[src/sv/msfc_ram.sv]
module msfc_ram #(
  parameter int unsigned WIDTH = 32,
  parameter int unsigned DEPTH = 64,
  parameter int unsigned AW    = 6
) (
  input  logic             clk,
  input  logic             we,
  input  logic [AW-1:0]    waddr,
  input  logic [WIDTH-1:0] wdata,
  input  logic             re,
  input  logic [AW-1:0]    raddr,
  output logic [WIDTH-1:0] rdata
);

  logic [WIDTH-1:0] mem [0:DEPTH-1];
  logic [WIDTH-1:0] rdata_r;

  // write port
  always_ff @(posedge clk) begin
    if (we) begin
      mem[waddr] <= wdata;
    end
  end

  // registered read port
  always_ff @(posedge clk) begin
    if (re) begin
      rdata_r <= mem[raddr];
    end
  end

  assign rdata = rdata_r;

endmodule

[config.mk]
export PLATFORM = sky130hd
export DESIGN_NAME = msfc_ram
export DESIGN_NICKNAME = d
export VERILOG_FILES = /design/src/sv/msfc_ram.sv
export SDC_FILE = /design/constraint.sdc
export NUM_CORES = 2
export LEC_CHECK = 0
export ABC_CLOCK_PERIOD_IN_PS = 4350
export BUFFER_PORTS_ARGS = -buffer_cell sky130_fd_sc_hd__buf_2
export CORE_ASPECT_RATIO = 1.25
export CORE_MARGIN = 4
export CORE_UTILIZATION = 50
export DETAILED_ROUTE_END_ITERATION = 8
export HOLD_SLACK_MARGIN = 0.1
export PLACE_DENSITY = 0.65
export SETUP_SLACK_MARGIN = 0.4
export SLEW_MARGIN = 20
export SYNTH_ARGS = -nofsm -noshare
export SYNTH_HDL_FRONTEND = slang
export SYNTH_SLANG_ARGS = --single-unit
[constraint.sdc]
create_clock -name clk -period 4.35 [get_ports clk]
set_clock_uncertainty 0.05 [all_clocks]
set_input_delay 0.2175 -clock clk [delete_from_list [all_inputs] [get_ports clk]]
set_output_delay 0.2175 -clock clk [all_outputs]
set_load 0.01 [all_outputs]
* Word level (Yosys, flattened, before mapping)
Memories as Yosys holds them, arrays and structs flattened. A register that Yosys moved wholly into a read port is not among the register bits.
Index checks and enable logic that the tools add are counted.
** Storage, ports and cells
- Output and inout bits :: 32
- Input port bits :: 47
- Bits in registers :: 0
- Memories :: 1
- Bits in writable memories :: 2048
- Logic and storage cells :: 3
** Cells by class
- Multiplexer cells :: 2
** Memories
- mem :: words 64, bits a word 32, read ports 1, clocked after memory_dff 1, write ports 1, line 15 : logic [WIDTH-1:0] mem [0:DEPTH-1];
** Operators by type and width (number)
- 1-bit two-way mux :: 2

* Logic depth before layout (Yosys ltp)
- Word-level depth :: 2
- Mapped depth :: 10

* Worst setup path before layout
OpenSTA, ideal clock, no wires.
- Kind :: in2reg
- Start :: input waddr[3]
- End :: memory mem[48][0], enable pin
- Arrival time :: 2.916 ns
- Stages :: 4
- Path buffers :: 1
- Path slack :: 0.923 ns
- Required time :: 3.839 ns
- Cells stage by stage :: clkbuf_1 nor2b_1 nand4b_1 nor3_1
** RTL lines
- from (decl) :: line 8 : input logic [AW-1:0] waddr,
- to (decl) :: line 15
Straight into the memory's write port.

==> impl_metrics.tcl <==
set metrics [dict create \
    status "finished, final reports clean" \
    dp_hpwl_um 114000 \
    synth_area_leaders "edfxtp_1, mux4_2, mux2i_1" \
    synth_seq_cells 2080 \
    peakVddDrop_mv 0.4587 \
    synth_cells 3324 \
    synth.yosys.seq_area_share_pct 79.23 \
    drt_iter0_markers 5140 \
    clock_latency_ns 0.85 \
    clk_pin_slew_ns 0.06 \
    ys_warn_count 0 \
    rsz0062_at_grt "false" \
    clock-sinks 2080 \
    synth_top_area_cell "edfxtp_1" \
    htree_levels 4 \
    start_util_pct 50.45 \
    multiInputGateArea_mm2 0.01597 \
    drive_gt1_share_pct 29.77 \
    grt_pass1_vias 37810 \
    dp_slack_ns 0.4633 \
    worstPathRequired_ns 4.83 \
    wl_per_cell_um 34.47 \
    gr-total-overflow 0 \
    fillers 11220 \
    regArea_mm2 0.06246 \
    utilization_pct 57.26 \
    worst_pin_slew_ns 1.096 \
    synth_top_area_share_pct 79.23 \
    crit_type "in2reg" \
    cts_made_buffers 193 \
    grt_antenna_before_repair 18 \
    cap_violations 0 \
    grt_max_degree 86 \
    root_buffer "clkbuf_16" \
    cts_buffer_depth 3 \
    dieArea_mm2 0.1641 \
    end_kind "register" \
    power.total_w 0.04032 \
    via_per_inst 6.343 \
    port_buffers 78 \
    synth-main-ff-cell "edfxtp_1" \
    num_io_pins 79 \
    p_leak_nw 27.83 \
    syn_area_mm2 0.07884 \
    fin_crit_ns 3.000 \
    finalCritPeriodShare_pct 68.97 \
    vias 37190 \
    die_x_um 363.2 \
    async_flop_share_pct 0 \
    final-setup-viol-count 0 \
    placed_cell_area_mm2 0.08320 \
    setup_tns_ns 0 \
    slew_violations 0 \
    rows 162 \
    routabilityCongestion 0.8519 \
    drcViolationCount 0 \
    fin_nets 3694 \
    area_growth_pct 13.50 \
    synth_cell_types 33 \
    slew_headroom_pct 26.90 \
    core_area_mm2 0.1563 \
    pwr_density_cell_mw_per_mm2 450.6 \
    most-common-layout-cells "edfxtp_1, mux4_2, clkbuf_16" \
    arrival_ns 3.48 \
    die_h_um 451.9 \
    syn-num-nets 3371 \
    worst_hold_path_type "in2reg" \
    synth-edff-count 2080 \
    setup_slack_ns 1.350 \
    hold_viol_final 0 \
    grt_util_all_layers_pct 24.98 \
    first_pass_iters 7 \
    final_area_mm2 0.08948 \
    final_common_cell "edfxtp_1" \
    cts_setup_buffers 0 \
    wl_um 202200 \
    syn_avg_cell_area_um2 23.72 \
    worstPathMaxFanout 43 \
    cts_tree "built" \
    ant_nets 0 \
    grt_pass1_wl_um 286400 \
    timing.fmax_mhz 333.3 \
    critPathLaunchType "primary input" \
]
area by class of cell:
class	instances	share of cell area, %
sequential	2080	69.80
multi-input combinational	1062	17.84
tap	2050	2.867
timing repair buffer	310	2.904
clock inverter	108	0.9117
clock buffer	249	5.656
antenna	5	0.01398
Yosys cell counts, types with 12 or more instances:
library cell  number
mux4_2           544
buf_1             21
nand2_1           26
mux2i_1           93
a21oi_1           62
buf_4             25
nor2_1           137
buf_2             57
edfxtp_1        2080
o221ai_1          27
a22oi_1           12
nor2b_1           15
o22ai_1           84
clkbuf_1          74
critical path, cell delays in order:
cell and delay, ns:
buf_8 0.48, buf_12 0.35, buf_12 0.29, mux4_2 0.54
mux4_2 0.57, o22ai_1 0.69, nor2_1 0.26
path summary, 6_finish.rpt:
check | slack (ns) | end | cells after the start | start
max | 1.35 | rdata[5]$_DFFE_PP_ | 7 | raddr[0]
min | 0.20 | mem[31][26]$_DFFE_PP_ | 4 | we
max reg2reg | 1.60 | rdata[5]$_DFFE_PP_ | 4 | mem[35][5]$_DFFE_PP_
min reg2reg | 0.97 | rdata[16]$_DFFE_PP_ | 4 | mem[14][16]$_DFFE_PP_
sequential cells by signal (all words and copies together), names as in the netlist:
register / cells
rdata: 32
mem: 2048
power by group:
group / internal, W / switching [W]
clock network: 0.00861 / 0.00723
logic: 0.000799 / 0.00139
registers: 0.0222 / 0.0000652
logic make-up (layout without fill, tap and decap cells):
kind of cell / Yosys count / count (layout) / share of synthesized area, %
AOI/OAI and AO/OA: 202 / 202 / 1.666
buffers and inverters: 182 / 667 / 1.124
DFF: 2080 / 2080 / 79.23
muxes: 637 / 637 / 16.72
other: 0 / 5 / 0
and+or+nand+nor: 223 / 223 / 1.260
metrics by stage:
step / hold slack, ns / cells
final: 0.2042 / 5864
after global routing: 0.1717 / 5862
after CTS: 0.1405 / 5856
after detailed placement: 0.5258 / 5464
after global placement: 0.5086 / 5464
after floorplan: 0.2664 / 3324
layer usage:
layer	up-vias	track usage, %	routed length, um
met5	-	0	64
met4	10	8.129	6558
met3	276	4.985	17740
met2	1730	41.36	102000
met1	20220	33.83	75820
li1	14960	-	-
what timing repair did:
item | CTS | global route
resized for setup | 0 | 0
hold endpoints to repair | 1728 | 192
hold buffers | 35 | 3
setup endpoints to repair | 0 | 0
No activity file was read; power rests on OpenSTA's default activity.
